**config.mk**
```make
export PLATFORM = sky130hd
export DESIGN_NAME = variable_partition_allocator_top
export DESIGN_NICKNAME = d
export VERILOG_FILES = /design/src/rtl/vpa_pkg.sv /design/src/rtl/variable_partition_allocator_top.sv /design/src/rtl/vpa_ram.sv /design/src/rtl/vpa_datapath.sv /design/src/rtl/vpa_ctrl.sv
export SDC_FILE = /design/constraint.sdc
export NUM_CORES = 2
export LEC_CHECK = 0
export ABC_AREA = 1
export BUFFER_PORTS_ARGS = -buffer_cell sky130_fd_sc_hd__buf_2
export CORE_ASPECT_RATIO = 1.25
export CORE_MARGIN = 3
export CORE_UTILIZATION = 45
export CTS_CLUSTER_SIZE = 30
export DETAILED_ROUTE_END_ITERATION = 16
export SLEW_MARGIN = 20
export SYNTH_ARGS = -nofsm -noshare
export SYNTH_HDL_FRONTEND = slang
export SYNTH_SLANG_ARGS = --single-unit
```
**constraint.sdc**
```tcl
create_clock -name clk -period 13.3 [get_ports clk]
set_clock_uncertainty 0.1 [all_clocks]
set_input_delay 1.33 -clock clk [delete_from_list [all_inputs] [get_ports clk]]
set_output_delay 1.33 -clock clk [all_outputs]
set_load 0.005 [all_outputs]
```
**src/rtl/vpa_pkg.sv**
```systemverilog
package vpa_pkg;

    localparam int MAX_SEGMENTS = 32;
    localparam int SIZE_BITS    = 20;
    localparam int JOB_W        = 16;
    localparam int TIME_W       = 32;
    localparam int IDX_W        = $clog2(MAX_SEGMENTS);
    localparam int CNT_W        = $clog2(MAX_SEGMENTS + 1);
    localparam int SUM_W        = SIZE_BITS + IDX_W;
    localparam int CFG_IDX_W    = 2;
    localparam int CFG_DATA_W   = 20;

    localparam logic [SIZE_BITS-1:0] TOTAL_RESET = SIZE_BITS'(1024);

    localparam logic CMD_ALLOC   = 1'b0;
    localparam logic CMD_RELEASE = 1'b1;

    localparam logic [1:0] OUT_PLACED   = 2'd0;
    localparam logic [1:0] OUT_QUEUED   = 2'd1;
    localparam logic [1:0] OUT_RELEASED = 2'd2;
    localparam logic [1:0] OUT_NONE     = 2'd3;

    localparam logic [1:0] FIT_FIRST = 2'd0;
    localparam logic [1:0] FIT_BEST  = 2'd1;
    localparam logic [1:0] FIT_WORST = 2'd2;

    localparam logic [CFG_IDX_W-1:0] REG_FIT_MODE     = CFG_IDX_W'(0);
    localparam logic [CFG_IDX_W-1:0] REG_TOTAL_MEMORY = CFG_IDX_W'(1);

    typedef struct packed {
        logic                 cmd;
        logic [SIZE_BITS-1:0] job_size;
        logic [JOB_W-1:0]     job_id;
        logic [TIME_W-1:0]    now_time;
        logic [TIME_W-1:0]    run_time;
    } in_item_t;

    typedef struct packed {
        logic [1:0]           outcome;
        logic [JOB_W-1:0]     out_job_id;
        logic [SIZE_BITS-1:0] out_size;
        logic [TIME_W-1:0]    event_time;
        logic [SIZE_BITS-1:0] free_total;
        logic                 external_frag;
        logic                 table_full;
    } out_item_t;

    typedef struct packed {
        logic [SIZE_BITS-1:0] size;
        logic                 busy;
        logic [JOB_W-1:0]     job;
        logic [TIME_W-1:0]    end_time;
    } seg_entry_t;

    localparam int ENTRY_W = $bits(seg_entry_t);

    typedef enum logic [4:0] {
        OP_NONE,
        OP_INIT,
        OP_START,
        OP_SCAN_RD,
        OP_DECIDE,
        OP_SPL_RD,
        OP_SPL_WR,
        OP_PUT_REST,
        OP_PUT_PICK,
        OP_NX_RD,
        OP_NX_EV,
        OP_RM_RD,
        OP_RM_WR,
        OP_RM_END,
        OP_FREE_WR,
        OP_PV_RD,
        OP_PV_EV,
        OP_DONE
    } op_t;

    typedef struct packed {
        logic count_zero;
        logic scan_last;
        logic found;
        logic is_rel;
        logic need_split;
        logic spl_more;
        logic has_next;
        logic has_prev;
        logic rd_free;
        logic rm_more;
        logic out_free;
    } dp_status_t;

endpackage

```
**src/rtl/variable_partition_allocator_top.sv**
```systemverilog
// Variable-partition memory allocator with a 32-entry segment table.
// in channel (in_valid/in_ready/in_data): one allocate or release item.
// out channel (out_valid/out_ready/out_data): exactly one result item
//   per input item, in order.
// cfg channel (cfg_valid/cfg_ready/cfg_index/cfg_data): index 0 sets the
//   fit rule, index 1 sets the total size and rebuilds the table as one
//   free segment; other indexes are ignored. Write only while idle.
// Flow: one item at a time. Every item scans the table through the
//   single read port of the table RAM. A split moves each entry behind
//   the chosen one up by one slot, with a check, a read and a write per
//   entry; a release with merges moves entries down the same way, once
//   per merged neighbor.
// Reset: one cycle after reset is spent writing the initial free segment;
//   in_ready stays low during it.
// Stall: the finished result sits in an output register; if it has not
//   been taken, the next item is accepted and processed but waits for the
//   register before finishing.
module variable_partition_allocator_top import vpa_pkg::*; (
    input  logic                  clk,
    input  logic                  rst_n,
    input  logic                  in_valid,
    output logic                  in_ready,
    input  in_item_t              in_data,
    output logic                  out_valid,
    input  logic                  out_ready,
    output out_item_t             out_data,
    input  logic                  cfg_valid,
    output logic                  cfg_ready,
    input  logic [CFG_IDX_W-1:0]  cfg_index,
    input  logic [CFG_DATA_W-1:0] cfg_data
);

    op_t        op;
    dp_status_t status;

    // config writes are taken at any time
    assign cfg_ready = 1'b1;

    vpa_ctrl u_ctrl (
        .clk      (clk),
        .rst_n    (rst_n),
        .in_valid (in_valid),
        .in_ready (in_ready),
        .status   (status),
        .op       (op)
    );

    vpa_datapath u_datapath (
        .clk       (clk),
        .rst_n     (rst_n),
        .op        (op),
        .in_data   (in_data),
        .cfg_valid (cfg_valid),
        .cfg_index (cfg_index),
        .cfg_data  (cfg_data),
        .status    (status),
        .out_valid (out_valid),
        .out_ready (out_ready),
        .out_data  (out_data)
    );

endmodule

```
**src/rtl/vpa_ram.sv**
```systemverilog
module vpa_ram #(
    parameter int WIDTH = 8,
    parameter int DEPTH = 32
) (
    input  logic                     clk,
    input  logic                     we,
    input  logic [$clog2(DEPTH)-1:0] waddr,
    input  logic [WIDTH-1:0]         wdata,
    input  logic [$clog2(DEPTH)-1:0] raddr,
    output logic [WIDTH-1:0]         rdata
);

    logic [WIDTH-1:0] mem [DEPTH];
    logic [WIDTH-1:0] rdata_reg;

    always_ff @(posedge clk)
    begin
        if (we)
        begin
            mem[waddr] <= wdata;
        end
        rdata_reg <= mem[raddr];
    end

    assign rdata = rdata_reg;

endmodule

```
**src/rtl/vpa_datapath.sv**
```systemverilog
module vpa_datapath import vpa_pkg::*; (
    input  logic                  clk,
    input  logic                  rst_n,
    input  op_t                   op,
    input  in_item_t              in_data,
    input  logic                  cfg_valid,
    input  logic [CFG_IDX_W-1:0]  cfg_index,
    input  logic [CFG_DATA_W-1:0] cfg_data,
    output dp_status_t            status,
    output logic                  out_valid,
    input  logic                  out_ready,
    output out_item_t             out_data
);

    logic [1:0]           fit_mode_reg;
    logic [SIZE_BITS-1:0] total_reg;
    logic [CNT_W-1:0]     count_reg;
    in_item_t             req_reg;
    logic [SIZE_BITS-1:0] js_reg;
    logic [CNT_W-1:0]     idx_reg;
    logic                 rd_v_reg;
    logic [IDX_W-1:0]     rd_idx_reg;
    logic                 found_reg;
    logic [IDX_W-1:0]     pick_reg;
    seg_entry_t           pick_ent_reg;
    logic [SUM_W-1:0]     sum_reg;
    logic [SIZE_BITS-1:0] msize_reg;
    logic                 split_reg;
    logic                 out_valid_reg;
    out_item_t            out_reg;

    logic                 we;
    logic [IDX_W-1:0]     waddr;
    seg_entry_t           wdata;
    logic [IDX_W-1:0]     raddr;
    logic [ENTRY_W-1:0]   rdata_raw;
    seg_entry_t           rdata;

    logic [IDX_W-1:0]     pick_p1;
    logic [IDX_W-1:0]     pick_m1;
    logic [CNT_W-1:0]     pick_ext;
    logic [SIZE_BITS-1:0] rest;
    logic                 is_rel;
    logic                 take;
    logic                 cfg_total;
    logic [SIZE_BITS-1:0] placed_size;
    out_item_t            out_next;

    vpa_ram #(
        .WIDTH (ENTRY_W),
        .DEPTH (MAX_SEGMENTS)
    ) u_ram (
        .clk   (clk),
        .we    (we),
        .waddr (waddr),
        .wdata (wdata),
        .raddr (raddr),
        .rdata (rdata_raw)
    );

    assign rdata       = seg_entry_t'(rdata_raw);
    assign pick_p1     = pick_reg + IDX_W'(1);
    assign pick_m1     = pick_reg - IDX_W'(1);
    assign pick_ext    = CNT_W'(pick_reg);
    assign rest        = pick_ent_reg.size - js_reg;
    assign is_rel      = (req_reg.cmd == CMD_RELEASE);
    assign cfg_total   = cfg_valid && (cfg_index == REG_TOTAL_MEMORY);
    assign placed_size = split_reg ? js_reg : pick_ent_reg.size;

    // candidate test for the entry coming out of the scan read
    always_comb
    begin
        take = 1'b0;
        if (is_rel)
        begin
            take = rdata.busy && (rdata.end_time <= req_reg.now_time) &&
                   (!found_reg || (rdata.end_time <= pick_ent_reg.end_time));
        end
        else if (!rdata.busy && (rdata.size >= js_reg))
        begin
            priority if (!found_reg)
                take = 1'b1;
            else if (fit_mode_reg == FIT_BEST)
                take = rdata.size < pick_ent_reg.size;
            else if (fit_mode_reg == FIT_WORST)
                take = rdata.size > pick_ent_reg.size;
            else
                take = 1'b0;
        end
    end

    always_comb
    begin
        status.count_zero = (count_reg == '0);
        status.scan_last  = (idx_reg == count_reg - CNT_W'(1));
        status.found      = found_reg;
        status.is_rel     = is_rel;
        status.need_split = (rest != '0) && (count_reg < CNT_W'(MAX_SEGMENTS));
        status.spl_more   = (idx_reg > pick_ext);
        status.has_next   = (pick_ext + CNT_W'(1)) < count_reg;
        status.has_prev   = (pick_reg != '0);
        status.rd_free    = !rdata.busy;
        status.rm_more    = (idx_reg < count_reg);
        status.out_free   = !out_valid_reg || out_ready;
    end

    // table write port
    always_comb
    begin
        we    = 1'b0;
        waddr = '0;
        wdata = '0;
        if (cfg_total)
        begin
            we         = 1'b1;
            wdata.size = SIZE_BITS'(cfg_data);
        end
        else
        begin
            unique case (op)
                OP_INIT:
                begin
                    we         = 1'b1;
                    wdata.size = total_reg;
                end
                OP_SPL_WR:
                begin
                    we    = 1'b1;
                    waddr = IDX_W'(idx_reg + CNT_W'(1));
                    wdata = rdata;
                end
                OP_PUT_REST:
                begin
                    we         = 1'b1;
                    waddr      = pick_p1;
                    wdata.size = rest;
                end
                OP_PUT_PICK:
                begin
                    we             = 1'b1;
                    waddr          = pick_reg;
                    wdata.size     = placed_size;
                    wdata.busy     = 1'b1;
                    wdata.job      = req_reg.job_id;
                    wdata.end_time = req_reg.now_time + req_reg.run_time;
                end
                OP_RM_WR:
                begin
                    we    = 1'b1;
                    waddr = IDX_W'(idx_reg - CNT_W'(1));
                    wdata = rdata;
                end
                OP_FREE_WR:
                begin
                    we         = 1'b1;
                    waddr      = pick_reg;
                    wdata.size = msize_reg;
                end
                OP_PV_EV:
                begin
                    we         = !rdata.busy;
                    waddr      = pick_m1;
                    wdata.size = rdata.size + msize_reg;
                end
                default:
                begin
                    we = 1'b0;
                end
            endcase
        end
    end

    // table read port
    always_comb
    begin
        unique case (op)
            OP_SCAN_RD,
            OP_SPL_RD,
            OP_RM_RD:  raddr = idx_reg[IDX_W-1:0];
            OP_NX_RD:  raddr = pick_p1;
            OP_PV_RD:  raddr = pick_m1;
            default:   raddr = '0;
        endcase
    end

    always_comb
    begin
        out_next = '0;
        if (is_rel)
        begin
            if (found_reg)
            begin
                out_next.outcome    = OUT_RELEASED;
                out_next.out_job_id = pick_ent_reg.job;
                out_next.out_size   = pick_ent_reg.size;
                out_next.event_time = pick_ent_reg.end_time;
            end
            else
            begin
                out_next.outcome = OUT_NONE;
            end
        end
        else if (found_reg)
        begin
            out_next.outcome    = OUT_PLACED;
            out_next.out_job_id = req_reg.job_id;
            out_next.out_size   = placed_size;
            out_next.table_full = (rest != '0) && !split_reg;
        end
        else
        begin
            out_next.outcome       = OUT_QUEUED;
            out_next.out_job_id    = req_reg.job_id;
            out_next.free_total    = sum_reg[SIZE_BITS-1:0];
            out_next.external_frag = (sum_reg >= SUM_W'(js_reg));
        end
    end

    always_ff @(posedge clk or negedge rst_n)
    begin
        if (!rst_n)
        begin
            fit_mode_reg  <= FIT_FIRST;
            total_reg     <= TOTAL_RESET;
            count_reg     <= CNT_W'(1);
            rd_v_reg      <= 1'b0;
            found_reg     <= 1'b0;
            out_valid_reg <= 1'b0;
        end
        else
        begin
            rd_v_reg <= (op == OP_SCAN_RD);
            if (cfg_valid && (cfg_index == REG_FIT_MODE))
            begin
                fit_mode_reg <= cfg_data[1:0];
            end
            if (cfg_total)
            begin
                total_reg <= SIZE_BITS'(cfg_data);
                count_reg <= CNT_W'(cfg_data != '0);
            end
            else if (op == OP_INIT)
            begin
                count_reg <= CNT_W'(total_reg != '0);
            end
            else if (op == OP_PUT_REST)
            begin
                count_reg <= count_reg + CNT_W'(1);
            end
            else if (op == OP_RM_END)
            begin
                count_reg <= count_reg - CNT_W'(1);
            end
            if (op == OP_START)
            begin
                found_reg <= 1'b0;
            end
            else if (rd_v_reg && take)
            begin
                found_reg <= 1'b1;
            end
            if (op == OP_DONE)
            begin
                out_valid_reg <= 1'b1;
            end
            else if (out_ready)
            begin
                out_valid_reg <= 1'b0;
            end
        end
    end

    always_ff @(posedge clk)
    begin
        if (rd_v_reg && take)
        begin
            pick_reg     <= rd_idx_reg;
            pick_ent_reg <= rdata;
        end
        if (rd_v_reg && !rdata.busy && (op != OP_START))
        begin
            sum_reg <= sum_reg + SUM_W'(rdata.size);
        end
        unique case (op)
            OP_START:
            begin
                req_reg <= in_data;
                js_reg  <= (in_data.job_size == '0) ? SIZE_BITS'(1) : in_data.job_size;
                idx_reg <= '0;
                sum_reg <= '0;
            end
            OP_SCAN_RD:
            begin
                rd_idx_reg <= idx_reg[IDX_W-1:0];
                idx_reg    <= idx_reg + CNT_W'(1);
            end
            OP_DECIDE:
            begin
                idx_reg   <= count_reg - CNT_W'(1);
                msize_reg <= pick_ent_reg.size;
                split_reg <= status.need_split;
            end
            OP_SPL_WR:
            begin
                idx_reg <= idx_reg - CNT_W'(1);
            end
            OP_NX_EV:
            begin
                if (!rdata.busy)
                begin
                    msize_reg <= msize_reg + rdata.size;
                    idx_reg   <= pick_ext + CNT_W'(2);
                end
            end
            OP_RM_WR:
            begin
                idx_reg <= idx_reg + CNT_W'(1);
            end
            OP_PV_EV:
            begin
                idx_reg <= pick_ext + CNT_W'(1);
            end
            OP_DONE:
            begin
                out_reg <= out_next;
            end
            default:
            begin
            end
        endcase
    end

    assign out_valid = out_valid_reg;
    assign out_data  = out_reg;

endmodule

```
**src/rtl/vpa_ctrl.sv**
```systemverilog
module vpa_ctrl import vpa_pkg::*; (
    input  logic       clk,
    input  logic       rst_n,
    input  logic       in_valid,
    output logic       in_ready,
    input  dp_status_t status,
    output op_t        op
);

    typedef enum logic [18:0] {
        S_INIT     = 19'b0000000000000000001,
        S_IDLE     = 19'b0000000000000000010,
        S_SCAN     = 19'b0000000000000000100,
        S_SCAN_END = 19'b0000000000000001000,
        S_DECIDE   = 19'b0000000000000010000,
        S_SPL_CHK  = 19'b0000000000000100000,
        S_SPL_RD   = 19'b0000000000001000000,
        S_SPL_WR   = 19'b0000000000010000000,
        S_PUT_REST = 19'b0000000000100000000,
        S_PUT_PICK = 19'b0000000001000000000,
        S_NX_RD    = 19'b0000000010000000000,
        S_NX_EV    = 19'b0000000100000000000,
        S_RM_CHK   = 19'b0000001000000000000,
        S_RM_RD    = 19'b0000010000000000000,
        S_RM_WR    = 19'b0000100000000000000,
        S_FREE_WR  = 19'b0001000000000000000,
        S_PV_RD    = 19'b0010000000000000000,
        S_PV_EV    = 19'b0100000000000000000,
        S_OUT      = 19'b1000000000000000000
    } state_t;

    state_t state_reg;
    state_t state_next;
    logic   left_reg;    // removal belongs to the left-hand merge
    logic   left_next;

    always_comb
    begin
        state_next = state_reg;
        left_next  = left_reg;
        op         = OP_NONE;
        unique case (state_reg)
            S_INIT:
            begin
                op         = OP_INIT;
                state_next = S_IDLE;
            end
            S_IDLE:
            begin
                if (in_valid)
                begin
                    op         = OP_START;
                    state_next = status.count_zero ? S_SCAN_END : S_SCAN;
                end
            end
            S_SCAN:
            begin
                op = OP_SCAN_RD;
                if (status.scan_last)
                begin
                    state_next = S_SCAN_END;
                end
            end
            S_SCAN_END:
            begin
                state_next = S_DECIDE;
            end
            S_DECIDE:
            begin
                op = OP_DECIDE;
                priority if (!status.found)
                    state_next = S_OUT;
                else if (!status.is_rel)
                    state_next = status.need_split ? S_SPL_CHK : S_PUT_PICK;
                else
                    state_next = status.has_next ? S_NX_RD : S_FREE_WR;
            end
            S_SPL_CHK:
            begin
                state_next = status.spl_more ? S_SPL_RD : S_PUT_REST;
            end
            S_SPL_RD:
            begin
                op         = OP_SPL_RD;
                state_next = S_SPL_WR;
            end
            S_SPL_WR:
            begin
                op         = OP_SPL_WR;
                state_next = S_SPL_CHK;
            end
            S_PUT_REST:
            begin
                op         = OP_PUT_REST;
                state_next = S_PUT_PICK;
            end
            S_PUT_PICK:
            begin
                op         = OP_PUT_PICK;
                state_next = S_OUT;
            end
            S_NX_RD:
            begin
                op         = OP_NX_RD;
                state_next = S_NX_EV;
            end
            S_NX_EV:
            begin
                op = OP_NX_EV;
                if (status.rd_free)
                begin
                    left_next  = 1'b0;
                    state_next = S_RM_CHK;
                end
                else
                begin
                    state_next = S_FREE_WR;
                end
            end
            S_RM_CHK:
            begin
                if (status.rm_more)
                begin
                    state_next = S_RM_RD;
                end
                else
                begin
                    op         = OP_RM_END;
                    state_next = left_reg ? S_OUT : S_FREE_WR;
                end
            end
            S_RM_RD:
            begin
                op         = OP_RM_RD;
                state_next = S_RM_WR;
            end
            S_RM_WR:
            begin
                op         = OP_RM_WR;
                state_next = S_RM_CHK;
            end
            S_FREE_WR:
            begin
                op         = OP_FREE_WR;
                state_next = status.has_prev ? S_PV_RD : S_OUT;
            end
            S_PV_RD:
            begin
                op         = OP_PV_RD;
                state_next = S_PV_EV;
            end
            S_PV_EV:
            begin
                op = OP_PV_EV;
                if (status.rd_free)
                begin
                    left_next  = 1'b1;
                    state_next = S_RM_CHK;
                end
                else
                begin
                    state_next = S_OUT;
                end
            end
            S_OUT:
            begin
                if (status.out_free)
                begin
                    op         = OP_DONE;
                    state_next = S_IDLE;
                end
            end
            default:
            begin
                state_next = S_IDLE;
            end
        endcase
    end

    always_ff @(posedge clk or negedge rst_n)
    begin
        if (!rst_n)
        begin
            state_reg <= S_INIT;
            left_reg  <= 1'b0;
        end
        else
        begin
            state_reg <= state_next;
            left_reg  <= left_next;
        end
    end

    assign in_ready = (state_reg == S_IDLE);

endmodule

```
==> flow_summary.toml <==
[run_status]
outcome = "finished clean"

[yosys]
syn_avg_cell_area_um2 = 11.1
synth_flop_cell = "edfxtp_1"
seq_area_frac_synth_pct = 66.5
ys_warn_count = 0
syn_inst = 10660
async_reset_ff_share_pct = 1.92
synthDistinctLibCells = 63
syn_nets = 11031
ys_ff_latch = 2651
synth_edf_count = 2506
synth_commonest_cells = "nand3_1, edfxtp_1, nand2_1"
yosysMostFrequentCell = "nand3_1"
post-synth-top-area-cell = "edfxtp_1"
ys_top_cells_by_area = "edfxtp_1, nand3_1, nand2_1, inv_1, ha_1"
synth_top_cell_area_share_pct = 63.8
netlist_area_um2 = 118000

[flow_run]
drv_cap = 0

[worst_setup_path]
worst_setup_path_start_kind = "flip-flop"
path_class = "reg2reg"
required_ps = 13670
max_stage_delay_ps = 1060
worst-path-buf-inv = 3
rrSetupSlack_ps = 6090
end_kind = "flip-flop"
path_cells = "nor2_4 > nand2_2 > nor2_4 > nand4_1 > nand2_4 > buf_4 > a21oi_1 > o21ai_0 > nand4_1 > nor2_4 > buf_4 > buf_4"
crit_fanout = 42
crit_slowest_cell = "nor2_4"
worstPathArrival_ps = 7580
cp_top_family = "simple AND/OR/NAND/NOR gates"

[timing]
setup_violations = 0
rsz0062_at_grt = "no"
period_needed_ps = 7210
hold_viol_final = 0
relSlewSlack_pct = 18.8
drv_slew = 0
fmax_mhz = 139
setup_tns_ps = 0
tightest_slew_ps = 1220
fin_crit_sh_pct = 54.2

[placed_design]
gp_congestion = 0.970
dp_hpwl_mm = 227
port_buffers = 221
placement.cell_area_um2 = 123000

[floorplanning]
io_pins = 223
coreArea_um2 = 260000
rows = 209
die_w_um = 464
die_h_um = 578
start_util_pct = 45.3
die-area_um2 = 268000

[global_routing]
antenna_found_initial = 9
track_usage_pct = 28.1
grt_first_pass_wirelength_mm = 563
grt.overflow.total = 0
grt_max_degree = 188
grt_pass1_vias = 81773

[clocking]
cts_tree = "yes"
clockBufferDepth = 4
cts_made_buffers = 274
clock-root-buffer = "clkbuf_16"
clock_latency_ps = 890
clk_pin_slew_ps = 70
post-cts-setup-buffers = 0
cts.repair.resized = 0
htreeDepth = 5
cts-hold-fix-buffers = 0
clock-sinks = 2651

[cells_and_area]
nets = 11049
final_util_pct = 50.5
stdcell_area_um2 = 131000
synthToLayoutAreaGrowth_pct = 11.3
largest_reg_flops = 2208
drive_gt1_share_pct = 8.69

[worst_hold_path]
hold_class = "reg2reg"

[pwr]
ir_drop_mv = 0.106
p_per_area_nw_per_um2 = 145
total_leakage_power_nw = 48.3

[detailed_routing]
vias = 85697
routed_via_density = 5.96
drt_iter0_drc = 10571
ant_nets = 0
drt_first_pass_iters = 5
wl_mm = 388
post_drt_wl_per_cell_um = 27.0
drc_errors = 0
==> final cells by class <==
| type | count | area [µm²] |
|---|---|---|
| sequential | 2651 | 78400 |
| clock inverter | 109 | 865 |
| inverter | 818 | 3110 |
| timing repair buffer | 409 | 2800 |
| clock buffer | 375 | 7560 |
| multi-input combinational | 6524 | 34100 |
| antenna | 2 | 5.00 |
| tap | 3481 | 4360 |
| fill | 22794 | 129000 |
==> metal layers <==
layer	GRT usage (%)	routed length, µm	vias up
met5	0	0	-
met4	11.3	16900	0
met3	4.38	33400	816
met2	45.4	182000	4442
met1	38.3	156000	42562
li1	-	-	37877
==> logic make-up after synthesis <==
group | after synthesis | share of synthesized area (%)
buffers and inverters | 1485 | 5.22
AO/OA/AOI/OAI | 627 | 3.02
multiplexers | 1 | 0.00955
adder cells (fa/ha/maj) | 243 | 2.60
AND/OR/NAND/NOR | 5591 | 22.2
XOR/XNOR | 60 | 0.446
other | 2 | 0.00637
flip-flops | 2651 | 66.5
==> worst reg2reg max path, delay by kind of cell, from the launching register on <==
kind,cells,cell delay (ps)
simple gates,7,3890
compound gates,2,470
flops,1,430
buf+inv,3,1910
==> worst paths after layout <==
| kind | startpoint | to | depth (start not counted) |
|---|---|---|---|
| max | u_ctrl.state_reg[10]$_DFFE_PN0P_ | u_datapath.u_ram.mem[27][27]$_DFFE_PP_ | 12 |
| min | u_datapath.u_ram.rdata[46]$_DFF_P_ | u_datapath.pick_ent_reg[46]$_DFFE_PP_ | 0 |
| max reg2reg | u_ctrl.state_reg[10]$_DFFE_PN0P_ | u_datapath.u_ram.mem[27][27]$_DFFE_PP_ | 12 |
| min reg2reg | u_datapath.u_ram.rdata[46]$_DFF_P_ | u_datapath.pick_ent_reg[46]$_DFFE_PP_ | 0 |
| max in group asynchronous | rst_n | u_datapath.total_reg[5]$_DFFE_PN0P_ | 2 |
| min in group asynchronous | rst_n | u_ctrl.state_reg[12]$_DFFE_PN0P_ | 2 |
==> cell usage in the layout (no fill, tap or decap), types with 38 or more instances in the layout <==
cell type and n:
buf_4 169, xor2_1 40, inv_1 803, nand3b_1 261, ha_1 239, nand3_1 2951
dfxtp_1 94, dfrtp_1 48, a21oi_1 205, nand2_1 1936, nor2_4 38, o21ai_0 207
clkbuf_16 283, nand4_1 60, clkbuf_1 79, edfxtp_1 2506, clkinv_1 39, nor2_1 224
buf_2 221
==> stage by stage <==
| stage | setup WS (ps) | power, mW | hold WS, ps | std cells |
|---|---|---|---|---|
| detailed placement | 6340 | 11.7 | 308 | 13879 |
| global placement | 6440 | 11.7 | 305 | 13876 |
| global route | 5910 | 19.6 | 345 | 14368 |
| floorplan | 5840 | 10.8 | 300 | 10660 |
| finish | 6090 | 19.0 | 336 | 14369 |
| CTS | 6320 | 19.0 | 335 | 14363 |
==> power breakdown <==
| part | leakage, nW | switching [mW] | internal (mW) |
|---|---|---|---|
| combinational | 22.2 | 1.32 | 0.581 |
| sequential | 22.0 | 0.332 | 9.34 |
| clock | 4.09 | 3.23 | 4.19 |
(Power assumes the default switching activity.)
